[src/hw/rtl/mlfq_pkg.sv]
// Package with the types and constants of the multilevel feedback scheduler.
`default_nettype none
package mlfq_pkg;
  localparam logic CMD_TICK  = 1'b0;
  localparam logic CMD_ADMIT = 1'b1;

  localparam logic [1:0] OUT_CONT  = 2'd0;
  localparam logic [1:0] OUT_FIN   = 2'd1;
  localparam logic [1:0] OUT_BLOCK = 2'd2;

  localparam logic [1:0] REG_Q0 = 2'd0;
  localparam logic [1:0] REG_Q1 = 2'd1;
  localparam logic [1:0] REG_IO = 2'd2;

  typedef enum logic [2:0] {
    ST_IDLE,
    ST_WALK,
    ST_PICK,
    ST_READ,
    ST_EXEC,
    ST_PUSH,
    ST_DONE
  } state_t;
endpackage
`default_nettype wire

[src/hw/rtl/multilevel_feedback_scheduler_unit.sv]
// Top level of the two-level feedback scheduler over process ids.
//
// Usage: raise start with command, proc_id, priority_req and outcome while
// busy is low. An admit puts proc_id at the level-0 tail and records its
// priority; a tick first ages the blocked list, returns expired entries to
// level 0, then runs one process, if any, and applies the outcome. Exactly one
// result follows each item: done is high for one cycle and the ran_* and
// admit_refused ports carry the result during that cycle.
// Sequence: an admit goes from idle to its result state. A tick walks the
// blocked list in a pipelined read-modify-write pass, then picks from level
// 0, or else from level 1, passing over empty groups from the highest down,
// then reads, executes and pushes the process before its result. Busy
// drops in the result cycle, so the next item may be taken at the edge that
// ends it.
// Configuration: cfg_we, cfg_index and cfg_data write quantum_level0,
// quantum_level1 and io_delay; write them only while busy is low.
// Reset: rst clears all queue counts and the configuration to 2, 4 and 3;
// the memories are not cleared, every read entry was written earlier.
// The receiver cannot stall: done marks each result for one cycle only.
`default_nettype none
module multilevel_feedback_scheduler_unit
  import mlfq_pkg::*;
#(
  parameter int MAX_PROCS = 16,
  parameter int PRIORITY_LEVELS = 8
) (
  input  wire logic       clk,
  input  wire logic       rst,
  input  wire logic       start,
  output logic            busy,
  input  wire logic       command,
  input  wire logic [3:0] proc_id,
  input  wire logic [2:0] priority_req,
  input  wire logic [1:0] outcome,
  input  wire logic       cfg_we,
  input  wire logic [1:0] cfg_index,
  input  wire logic [3:0] cfg_data,
  output logic            done,
  output logic            ran_valid,
  output logic [3:0]      ran_id,
  output logic            ran_finished,
  output logic            ran_blocked,
  output logic            ran_demoted,
  output logic            admit_refused
);
  localparam int PW = (MAX_PROCS > 1) ? $clog2(MAX_PROCS) : 1;
  localparam int CW = $clog2(MAX_PROCS + 1);
  localparam int GW = (PRIORITY_LEVELS > 1) ? $clog2(PRIORITY_LEVELS) : 1;
  localparam int L1D = PRIORITY_LEVELS * MAX_PROCS;
  localparam int L1W = $clog2(L1D);
  localparam logic [CW-1:0] FULL = CW'(MAX_PROCS);
  localparam logic [GW-1:0] GMAX = GW'(PRIORITY_LEVELS - 1);

  // Configuration registers.
  logic [3:0] q0, q1, iod;
  logic [3:0] q0_eff, q1_eff, iod_eff;
  assign q0_eff  = (q0 == 4'd0) ? 4'd1 : q0;
  assign q1_eff  = (q1 == 4'd0) ? 4'd1 : q1;
  assign iod_eff = (iod == 4'd0) ? 4'd1 : iod;

  always_ff @(posedge clk) begin
    if (rst) begin
      q0 <= 4'd2;
      q1 <= 4'd4;
      iod <= 4'd3;
    end else if (cfg_we) begin
      unique case (cfg_index)
        REG_Q0:  q0 <= cfg_data;
        REG_Q1:  q1 <= cfg_data;
        REG_IO:  iod <= cfg_data;
        default: ;
      endcase
    end
  end

  // Level-0 FIFO is a circular buffer in memory, read in order from the head
  // pointer.
  logic [PW-1:0] l0_head;
  logic [CW-1:0] l0_count;
  logic [3:0]    l0_used;
  logic [CW-1:0] g_count [PRIORITY_LEVELS];
  logic [PW-1:0] g_head  [PRIORITY_LEVELS];
  logic [CW-1:0] b_count;

  // Latched item.
  logic       cmd_r;
  logic [3:0] pid_r;
  logic [2:0] prio_r;
  logic [1:0] oc_r;

  state_t state, state_next;

  // Walk indexes: rd_i reads, wr_i is the compacted write position.
  logic [CW-1:0] rd_i, wr_i;
  logic          walk_rd;  // a read was issued last cycle
  logic [GW-1:0] scan_g;
  logic          from_l1;
  logic [GW-1:0] run_g;
  logic [3:0]    run_id;
  logic [3:0]    run_rem;

  // Memories.
  logic          l0_we;
  logic [PW-1:0] l0_wa, l0_ra;
  logic [3:0]    l0_wd, l0_rd;
  logic          l1_we;
  logic [L1W-1:0] l1_wa, l1_ra;
  logic [7:0]    l1_wd, l1_rd;
  logic          b_we;
  logic [PW-1:0] b_wa, b_ra;
  logic [7:0]    b_wd, b_rd;
  logic          p_we;
  logic [3:0]    p_rd;

  mlfq_ram #(.WIDTH(4), .DEPTH(MAX_PROCS)) u_l0 (
    .clk(clk), .we(l0_we), .waddr(l0_wa), .wdata(l0_wd), .raddr(l0_ra), .rdata(l0_rd));
  mlfq_ram #(.WIDTH(8), .DEPTH(L1D)) u_l1 (
    .clk(clk), .we(l1_we), .waddr(l1_wa), .wdata(l1_wd), .raddr(l1_ra), .rdata(l1_rd));
  mlfq_ram #(.WIDTH(8), .DEPTH(MAX_PROCS)) u_blk (
    .clk(clk), .we(b_we), .waddr(b_wa), .wdata(b_wd), .raddr(b_ra), .rdata(b_rd));
  // Priority table, indexed by the 4-bit process id.
  logic [GW-1:0] prio_sat;
  assign prio_sat = (32'(prio_r) >= PRIORITY_LEVELS) ? GMAX : GW'(prio_r);
  mlfq_ram #(.WIDTH(4), .DEPTH(16)) u_pri (
    .clk(clk), .we(p_we), .waddr(pid_r), .wdata(4'(prio_sat)), .raddr(run_id),
    .rdata(p_rd));

  // The head is below MAX_PROCS and the offset at most MAX_PROCS, so one
  // conditional subtract wraps the sum.
  function automatic logic [PW-1:0] slot(input logic [PW-1:0] h, input logic [CW-1:0] n);
    logic [CW:0] s;
    s = (CW+1)'(h) + (CW+1)'(n);
    if (s >= (CW+1)'(MAX_PROCS)) s = s - (CW+1)'(MAX_PROCS);
    return PW'(s);
  endfunction

  // Level-0 tail push happens in several places; only one per cycle.
  logic [CW-1:0] l0_count_w;  // count that the admit decision sees
  logic          walk_pop;
  logic [3:0]    walk_rem;
  assign walk_rem = (b_rd[3:0] > 4'd0) ? b_rd[3:0] - 4'd1 : 4'd0;
  assign walk_pop = (state == ST_WALK) && walk_rd && (walk_rem == 4'd0);

  // Outcome decode for the running process.
  logic is_fin, is_blk;
  assign is_fin = (oc_r == OUT_FIN);
  assign is_blk = (oc_r == OUT_BLOCK);
  logic [3:0] used_inc;
  assign used_inc = l0_used + 4'd1;
  logic demote;
  assign demote = !from_l1 && !is_fin && !is_blk && (used_inc >= q0_eff);
  logic rotate;
  assign rotate = from_l1 && !is_fin && !is_blk && (run_rem <= 4'd1);

  // l0_used is already updated in ST_PUSH, so the demotion decided in
  // ST_EXEC is held in dem_r.
  logic dem_r, ran_r;
  logic demote_p;
  assign demote_p = dem_r;

  logic [GW-1:0] dem_g;
  assign dem_g = (32'(p_rd) >= PRIORITY_LEVELS) ? GMAX : GW'(p_rd);
  logic [GW-1:0] push_g;
  assign push_g = from_l1 ? run_g : dem_g;

  always_comb begin
    state_next = state;
    unique case (state)
      ST_IDLE: if (start) state_next = (command == CMD_ADMIT) ? ST_DONE : ST_WALK;
      ST_WALK: if (!walk_rd && rd_i >= b_count) state_next = ST_PICK;
      ST_PICK: begin
        if (l0_count != '0) state_next = ST_READ;
        else if (g_count[scan_g] != '0) state_next = ST_READ;
        else if (scan_g == '0) state_next = ST_DONE;
      end
      ST_READ: state_next = ST_EXEC;
      ST_EXEC: state_next = ST_PUSH;
      ST_PUSH: state_next = ST_DONE;
      ST_DONE: state_next = ST_IDLE;
      default: state_next = ST_IDLE;
    endcase
  end

  // Memory ports.
  always_comb begin
    l0_we = 1'b0;
    l0_wa = slot(l0_head, l0_count);
    l0_wd = pid_r;
    l0_ra = l0_head;
    l1_we = 1'b0;
    l1_wa = '0;
    l1_wd = '0;
    l1_ra = L1W'(32'(scan_g) * MAX_PROCS + 32'(g_head[scan_g]));
    b_we = 1'b0;
    b_wa = PW'(wr_i);
    b_wd = {b_rd[7:4], walk_rem};
    b_ra = PW'(rd_i);
    p_we = 1'b0;
    unique case (state)
      ST_DONE: if (cmd_r == CMD_ADMIT && l0_count < FULL) begin
        l0_we = 1'b1;
        p_we = 1'b1;
      end
      ST_WALK: if (walk_rd) begin
        if (walk_pop) begin
          l0_we = (l0_count < FULL);
          l0_wd = b_rd[7:4];
        end else begin
          b_we = 1'b1;
        end
      end
      ST_EXEC: if (from_l1 && !is_fin && !is_blk && !rotate) begin
        l1_we = 1'b1;
        l1_wa = L1W'(32'(run_g) * MAX_PROCS + 32'(g_head[run_g]));
        l1_wd = {run_id, run_rem - 4'd1};
      end
      ST_PUSH: begin
        if (is_blk && b_count < FULL) begin
          b_we = 1'b1;
          b_wa = PW'(b_count);
          b_wd = {run_id, iod_eff};
        end else if ((demote_p || rotate) && g_count[push_g] < FULL) begin
          l1_we = 1'b1;
          l1_wa = L1W'(32'(push_g) * MAX_PROCS
                       + 32'(slot(g_head[push_g], g_count[push_g])));
          l1_wd = {run_id, q1_eff};
        end
      end
      default: ;
    endcase
  end
  assign l0_count_w = l0_count;

  always_ff @(posedge clk) begin
    if (rst) begin
      state <= ST_IDLE;
      l0_head <= '0;
      l0_count <= '0;
      l0_used <= '0;
      b_count <= '0;
      walk_rd <= 1'b0;
      for (int g = 0; g < PRIORITY_LEVELS; g++) begin
        g_count[g] <= '0;
        g_head[g] <= '0;
      end
    end else begin
      state <= state_next;
      unique case (state)
        ST_IDLE: if (start) begin
          rd_i <= '0;
          wr_i <= '0;
          walk_rd <= 1'b0;
        end
        ST_WALK: begin
          if (walk_rd) begin
            if (walk_pop) begin
              if (l0_count < FULL) l0_count <= l0_count + 1'b1;
            end else begin
              wr_i <= wr_i + 1'b1;
            end
          end
          if (rd_i < b_count) begin
            rd_i <= rd_i + 1'b1;
            walk_rd <= 1'b1;
          end else begin
            walk_rd <= 1'b0;
            if (!walk_rd) b_count <= wr_i;
          end
          scan_g <= GMAX;
        end
        ST_PICK: begin
          from_l1 <= (l0_count == '0);
          run_g <= scan_g;
          if (l0_count == '0 && g_count[scan_g] == '0 && scan_g != '0)
            scan_g <= scan_g - 1'b1;
        end
        ST_READ: begin
          run_id <= from_l1 ? l1_rd[7:4] : l0_rd;
          run_rem <= l1_rd[3:0];
        end
        ST_EXEC: begin
          if (!from_l1) begin
            l0_used <= (is_fin || is_blk || demote) ? 4'd0 : used_inc;
            if (is_fin || is_blk || demote) begin
              l0_head <= slot(l0_head, CW'(1));
              l0_count <= l0_count - 1'b1;
            end
          end else if (is_fin || is_blk || rotate) begin
            g_head[run_g] <= slot(g_head[run_g], CW'(1));
            g_count[run_g] <= g_count[run_g] - 1'b1;
          end
        end
        ST_PUSH: begin
          if (is_blk) begin
            if (b_count < FULL) b_count <= b_count + 1'b1;
          end else if ((demote_p || rotate) && g_count[push_g] < FULL) begin
            g_count[push_g] <= g_count[push_g] + 1'b1;
          end
        end
        ST_DONE: if (cmd_r == CMD_ADMIT && l0_count < FULL) begin
          l0_count <= l0_count + 1'b1;
        end
        default: ;
      endcase
    end
  end

  always_ff @(posedge clk) begin
    if (state == ST_IDLE && start) begin
      cmd_r <= command;
      pid_r <= proc_id;
      prio_r <= priority_req;
      oc_r <= outcome;
      ran_r <= 1'b0;
      dem_r <= 1'b0;
    end
    if (state == ST_READ) ran_r <= 1'b1;
    if (state == ST_EXEC) dem_r <= demote;
  end

  assign busy = (state != ST_IDLE);

  always_ff @(posedge clk) begin
    if (rst) begin
      done <= 1'b0;
    end else begin
      done <= (state == ST_DONE);
    end
    ran_valid <= (cmd_r == CMD_TICK) && ran_r;
    ran_id <= ((cmd_r == CMD_TICK) && ran_r) ? run_id : 4'd0;
    ran_finished <= (cmd_r == CMD_TICK) && ran_r && is_fin;
    ran_blocked <= (cmd_r == CMD_TICK) && ran_r && is_blk;
    ran_demoted <= (cmd_r == CMD_TICK) && ran_r && demote_p;
    admit_refused <= (cmd_r == CMD_ADMIT) && (l0_count_w >= FULL);
  end
endmodule
`default_nettype wire

[src/hw/rtl/mlfq_ram.sv]
// Generic single-port-write, single-port-read RAM with registered read data.
`default_nettype none
module mlfq_ram #(
  parameter int WIDTH = 8,
  parameter int DEPTH = 16
) (
  input  wire logic                     clk,
  input  wire logic                     we,
  input  wire logic [$clog2(DEPTH)-1:0] waddr,
  input  wire logic [WIDTH-1:0]         wdata,
  input  wire logic [$clog2(DEPTH)-1:0] raddr,
  output logic      [WIDTH-1:0]         rdata
);
  logic [WIDTH-1:0] mem [DEPTH];

  always_ff @(posedge clk) begin
    if (we) begin
      mem[waddr] <= wdata;
    end
    rdata <= mem[raddr];
  end
endmodule
`default_nettype wire
[config.mk]
export PLATFORM = sky130hd
export DESIGN_NAME = multilevel_feedback_scheduler_unit
export DESIGN_NICKNAME = d
export VERILOG_FILES = /design/src/hw/rtl/mlfq_pkg.sv /design/src/hw/rtl/multilevel_feedback_scheduler_unit.sv /design/src/hw/rtl/mlfq_ram.sv
export SDC_FILE = /design/constraint.sdc
export NUM_CORES = 2
export LEC_CHECK = 0
export ABC_AREA = 1
export BUFFER_PORTS_ARGS = -buffer_cell sky130_fd_sc_hd__clkbuf_2
export CORE_UTILIZATION = 35
export DETAILED_ROUTE_END_ITERATION = 10
export HOLD_SLACK_MARGIN = 0.05
export PLACE_DENSITY = 0.57
export REMOVE_ABC_BUFFERS = 1
export SKIP_LAST_GASP = 1
export SYNTH_ARGS = -nofsm -noshare
export SYNTH_HDL_FRONTEND = slang
export SYNTH_SLANG_ARGS = --single-unit
[constraint.sdc]
create_clock -name clk -period 8.52 [get_ports clk]
set_input_delay 0.426 -clock clk [delete_from_list [all_inputs] [get_ports clk]]
set_output_delay 0.426 -clock clk [all_outputs]
set_load 0.005 [all_outputs]
# == Word level (Yosys, flattened, before mapping) ==
# Memories as Yosys holds them, arrays and structs flattened. A register that Yosys moved wholly into a read port is not among the register bits.
# Index checks and enable logic that the tools add are counted.
# totals
regBits,85
mem_bits_rw,1336
inputBits,20
wordCells,277
mem_count,6
# classes
n_addsub,22
n_lt_le_gt_ge,14
n_eq_ne,26
muxes,111
n_bitwise,3
reduce_logical,65
# memory_table
name,words,word_bits,rd,rd_clocked_by_memory_dff,wr,line_no,rtl
u_l1.mem,128,8,1,1,1,mlfq_ram.sv:14,logic [WIDTH-1:0] mem [DEPTH];
u_blk.mem,16,8,1,1,1,mlfq_ram.sv:14,
u_l0.mem,16,4,1,1,1,mlfq_ram.sv:14,
u_pri.mem,16,3,1,1,1,mlfq_ram.sv:14,
g_count,8,5,3,2,8,multilevel_feedback_scheduler_unit.sv:81,logic [CW-1:0] g_count [PRIORITY_LEVELS];
g_head,8,4,3,2,8,multilevel_feedback_scheduler_unit.sv:82,logic [PW-1:0] g_head [PRIORITY_LEVELS];
# op_table
cell,count
two-way mux 4 bit,23
two-way mux 5 bit,16
two-way mux 3 bit,16
two-way mux 8 bit,5
two-way mux 1 bit,36
case mux 5 bit (2 select lines),3
"adder 5 x 1 -> 5 bit, second input constant",5
"inequality test 2 bit, second input constant",12
"subtractor 4 x 1 -> 4 bit, second input constant",6
adder 7 x 4 -> 7 bit,3
logical AND 1 bit,21
two-way mux 7 bit,3
case mux 3 bit (6 select lines),1
logical NOT 4 bit,4
case mux 8 bit (2 select lines),1
"greater-or-equal comparator 5 bit, second input constant",3
"less-than comparator 5 bit, second input constant",3
case mux 5 bit (3 select lines),1
case mux 7 bit (2 select lines),1
AND reduction 2 bit,7
adder 4 x 5 -> 6 bit,2
"greater-or-equal comparator 6 x 5 -> 1 bit, second input constant",2
"adder 4 x 1 -> 5 bit, second input constant",2
logical NOT 5 bit,2
32 further kinds,63

# == Logic depth before layout (Yosys ltp) ==
# logic_depth
depth_word,14
mapped_depth,22

# == Modules after synthesis ==
# From an unflattened synthesis, not the netlist that was laid out.
# unflattened
hier_cells,5934
area_unflattened_um2,63323.2
# by_module_without_submodules
mod,n_inst,cells_per_inst,area_each_um2,seq_area_each_um2
mlfq_ram (u_l1),1,3575,42104.1,30909.6
multilevel_feedback_scheduler_unit,1,1228,9519.1,4264.1
mlfq_ram (u_l0 ...),2,290,2966.6,2001.9
mlfq_ram (u_blk),1,551,5766.8,4003.8

# == Worst setup path before layout ==
# No wires, ideal clock.
# synth_path
path_kind,reg2reg
from,reg from_l1
to,mem u_l1.mem[0][0] (data pin)
setup_time_ns,0.897
t_arrival_ns,4.897
path_slack_ns,2.726
stages_incl_launch_ff,12
period_less_slack_ns,5.794
path_cell_list,edfxtp_1 -> buf_6 -> nand2_2 -> nand2_2 -> buf_6 -> o211ai_1 -> nand3_1 -> nand2_1 -> nand2_2 -> inv_4 -> nand2_8 -> o22ai_1
# synth_via
elab_chain_len,8
# synth_lines
item,line_no,rtl
from (decl),multilevel_feedback_scheduler_unit.sv:97,logic from_l1;
from (signal assigned),multilevel_feedback_scheduler_unit.sv:272,from_l1 <= (l0_count == '0);
"parallel branches: the longest is 7 deep, another holds memory (8 x 5 bit)",--,
case mux 8 bit (2 select lines) (*),multilevel_feedback_scheduler_unit.sv:199,unique case (state)
net l1_wd[0],multilevel_feedback_scheduler_unit.sv:108,"logic [7:0] l1_wd, l1_rd;"
to (decl),mlfq_ram.sv:14,
# Mark *: on every way through the listed nets, which the timed path passes.

==> metrics <==
status completed; largest net degree at the start of global routing 193; setup repair bufs after CTS 0; GPL Wtd Cong just under 0.9; Peak Freq 162 MHz; WL per Instance roughly 21 um; die width 431 um; Initial Utilization 35.2%; Synth Flop Type edfxtp_1; root buf cell clkbuf_16; DR iter-0 viols roughly 5,000; Syn-to-layout area delta 11.7%; CTS tree built; Startpoint Class flip-flop; Fin Hold WS 0.203 ns; FILL cells 17,500; final core utilization 39.3%; Die H 431 um; GRT Total Usage between 10% and 20%; grt ovf 0; Sink Count 1,446; IO Port Bufs 30; final worst setup slack between 2 and 2.5 ns; Pleak 26.7 nW; first-pass GRT wire length 275,000 um; pre-CTS setup slack 2.49 ns; Final period util 72.5%; Skew-Pair Late Insertion Delay 0.81 ns; biggest area consumer among synthesized cells edfxtp_1; Crit Path Max Fanout 180; Clock Skews 0.0396 ns; drc violations 0; Gate Count Post-Synth approximately 6,000; Post-Syn Area ~64,000 sq um; Power per Cell Area 329 nW/um^2; Inserted Clock Buffers 152; RSZ-0062 raised after global routing no; Resize count post-CTS 0; die area 186,000 sq um; Area contributors post-synth edfxtp_1 (64%), nand3_1 (7.8%), nand2_1 (6.5%); Pre-Repair DR Iteration Count 6; Synth cell types 54; Diodes inserted 0; clock slew seen by the registers of the worst setup and hold paths 0.06 ns; Worst setup EP type flip-flop; Yosys warning total 0; max cap viols 0; Worst Max-Slew Pin Slew 1.22 ns; via count 44,400; share of cells above drive strength 1 6.10%; core area 183,000 sq um; Top Ports 31; Fin Setup TNS 0 ns; Crit Path Category flip-flop to flip-flop; fin crit period 6.18 ns; Hold Crit Class input pin to flip-flop; row cnt roughly 160; final hold violations 0; CTS H-Tree Depth 4; number of global-route vias before repair 42,500; CP arrival 6.84 ns; post-synthesis sequential area ratio 66.3%; vias per inst around 5.2; initial antenna violation count 1; Layout Nets 5,977; Final ANT Viol Nets 0; EDFF count, synth 1,372; slew margin rel. around 19%; mean post-synth cell area 10.7 sq um; Final Max Tran Viols 0; Routed WL 182,000 um; asr flop ratio synth 0%; Crit path required time 9.19 ns; post-synth top area share between 60 and 70%; FF+latch count, synth 1,446; VDD IR max about 0.0004 V; final setup vio count 0; post-DP HPWL about 100,000 um; clock buffer depth 3
==> cells in the final DEF (no fill, tap or decap), types with 7 or more instances in the layout <==
cell and n:
clkinv_2 20, a21oi_1 70, nor2_1 470, mux2i_1 10, nand3_1 999, inv_1 628, clkbuf_2 30, dfxtp_1 74
buf_12 10, clkinv_1 38, nand2_4 7, xnor2_1 11, nand3b_1 363, xor2_1 9, bufinv_16 12, a31oi_1 9
clkbuf_1 39, buf_4 52, nand2_1 1114, inv_2 14, nand3_2 15, ha_1 31, o211ai_1 29, nor2_4 8
edfxtp_1 1372, o21ai_0 255, o221ai_1 24, o22ai_1 19, nand4_1 19, o32ai_1 22, nand2_2 8, nor3_1 13
clkbuf_16 157, o21ai_1 14, dlygate4sd3_1 20
==> metal layers <==
layer | vias up | share of wire, % | global-route usage, %
met2 | 1679 | 47 | 31.4
met4 | 0 | 2.8 | 6.17
met5 | - | 0 | 0
li1 | 20600 | - | -
met1 | 21900 | 43 | 26.7
met3 | 259 | 6.5 | 2.83
==> worst paths after layout <==
check / startpoint / to / slack [ns] / depth (start not counted)
max: flip-flop / u_l1.rdata[0] / 2.34 / 16
min: start / state[1] / 0.20 / 5
max reg2reg: flip-flop / u_l1.rdata[0] / 2.34 / 16
min reg2reg: ran_r / ran_r / 0.45 / 2
==> where the power goes <==
group          leakage (nW)  switching (mW)  internal, mW
Clock                  2.35            2.78          3.76
Sequential             12.6           0.208          8.14
Combinational          11.7            6.54          2.24
Total                  26.7            9.53          14.1
==> per-stage QoR <==
step | instances | instance area [sq um] | power (mW)
3_5_place_dp | 8214 | 66800 | 17.2
3_3_place_gp | 8214 | 66800 | 17.2
5_1_grt | 8509 | 71900 | 24.8
6_report | 8509 | 71900 | 23.7
4_1_cts | 8509 | 71900 | 23.7
2_1_floorplan | 5658 | 62800 | 13.8
==> worst max-delay path, cell delays in order (launching register included) <==
cell	delay, ns
dfxtp_1	0.58
inv_1	0.50
nand2_1	0.12
nand3_1	0.14
nand3_4	0.78
nand2_4	0.88
buf_12	0.61
buf_4	0.74
nand2_1	0.12
nand3_1	0.10
nand3_1	0.18
nand3_1	0.22
nand3_1	0.27
nand3_1	0.23
nand2_1	0.09
nand2_1	0.16
nand2_1	0.07
==> logic make-up (layout without fill, tap and decap cells) <==
kind of cell	count (synthesis)	in the layout	share of synthesized area, %
mux	10	10	0.156
buf+inv	1000	1039	6.15
fa+ha+maj	33	33	0.665
flops	1446	1446	66.3
compound gates	467	467	4.21
simple gates	3030	3030	22.2
xor+xnor	20	20	0.272
==> sequential cells by signal, indices dropped and copies added (netlist names), 5 cells and up, named ones only <==
signal       flops
rd_i             5
u_l1.rdata       8
g_count         40
b_count          5
wr_i             5
u_pri.mem       48
u_l1.mem      1024
u_blk.mem      128
l0_count         5
u_blk.rdata      8
u_l0.mem        64
g_head          32
==> what timing repair did <==
| action | in CTS | in global routing |
|---|---|---|
| hold buffers | 20 | 0 |
| setup endpoints to repair | 0 | 0 |
| endpoints found under the hold margin | 30 | 0 |
==> final cells by class <==
class / count / area, sq um / area share (%)
multi-input cells: 3560 / 17800 / 24.8
repair buffers: 112 / 941 / 1.31
well taps: 2464 / 3080 / 4.29
inverters: 652 / 2460 / 3.43
clock buffers: 199 / 4120 / 5.73
clock inverters: 76 / 724 / 1.01
flip-flops and latches: 1446 / 42700 / 59.4
==> Yosys cell counts, types with 22 or more instances <==
master / count
o32ai_1: 22
buf_1: 42
a21oi_1: 70
nand3b_1: 363
inv_1: 631
buf_2: 104
ha_1: 31
clkbuf_1: 191
edfxtp_1: 1372
nor2_1: 474
o22ai_1: 23
nand3_1: 1001
o21ai_0: 261
dfxtp_1: 74
nand2_1: 1118
o211ai_1: 29
o221ai_1: 24
Note: power is estimated with default switching activity, not from simulation.
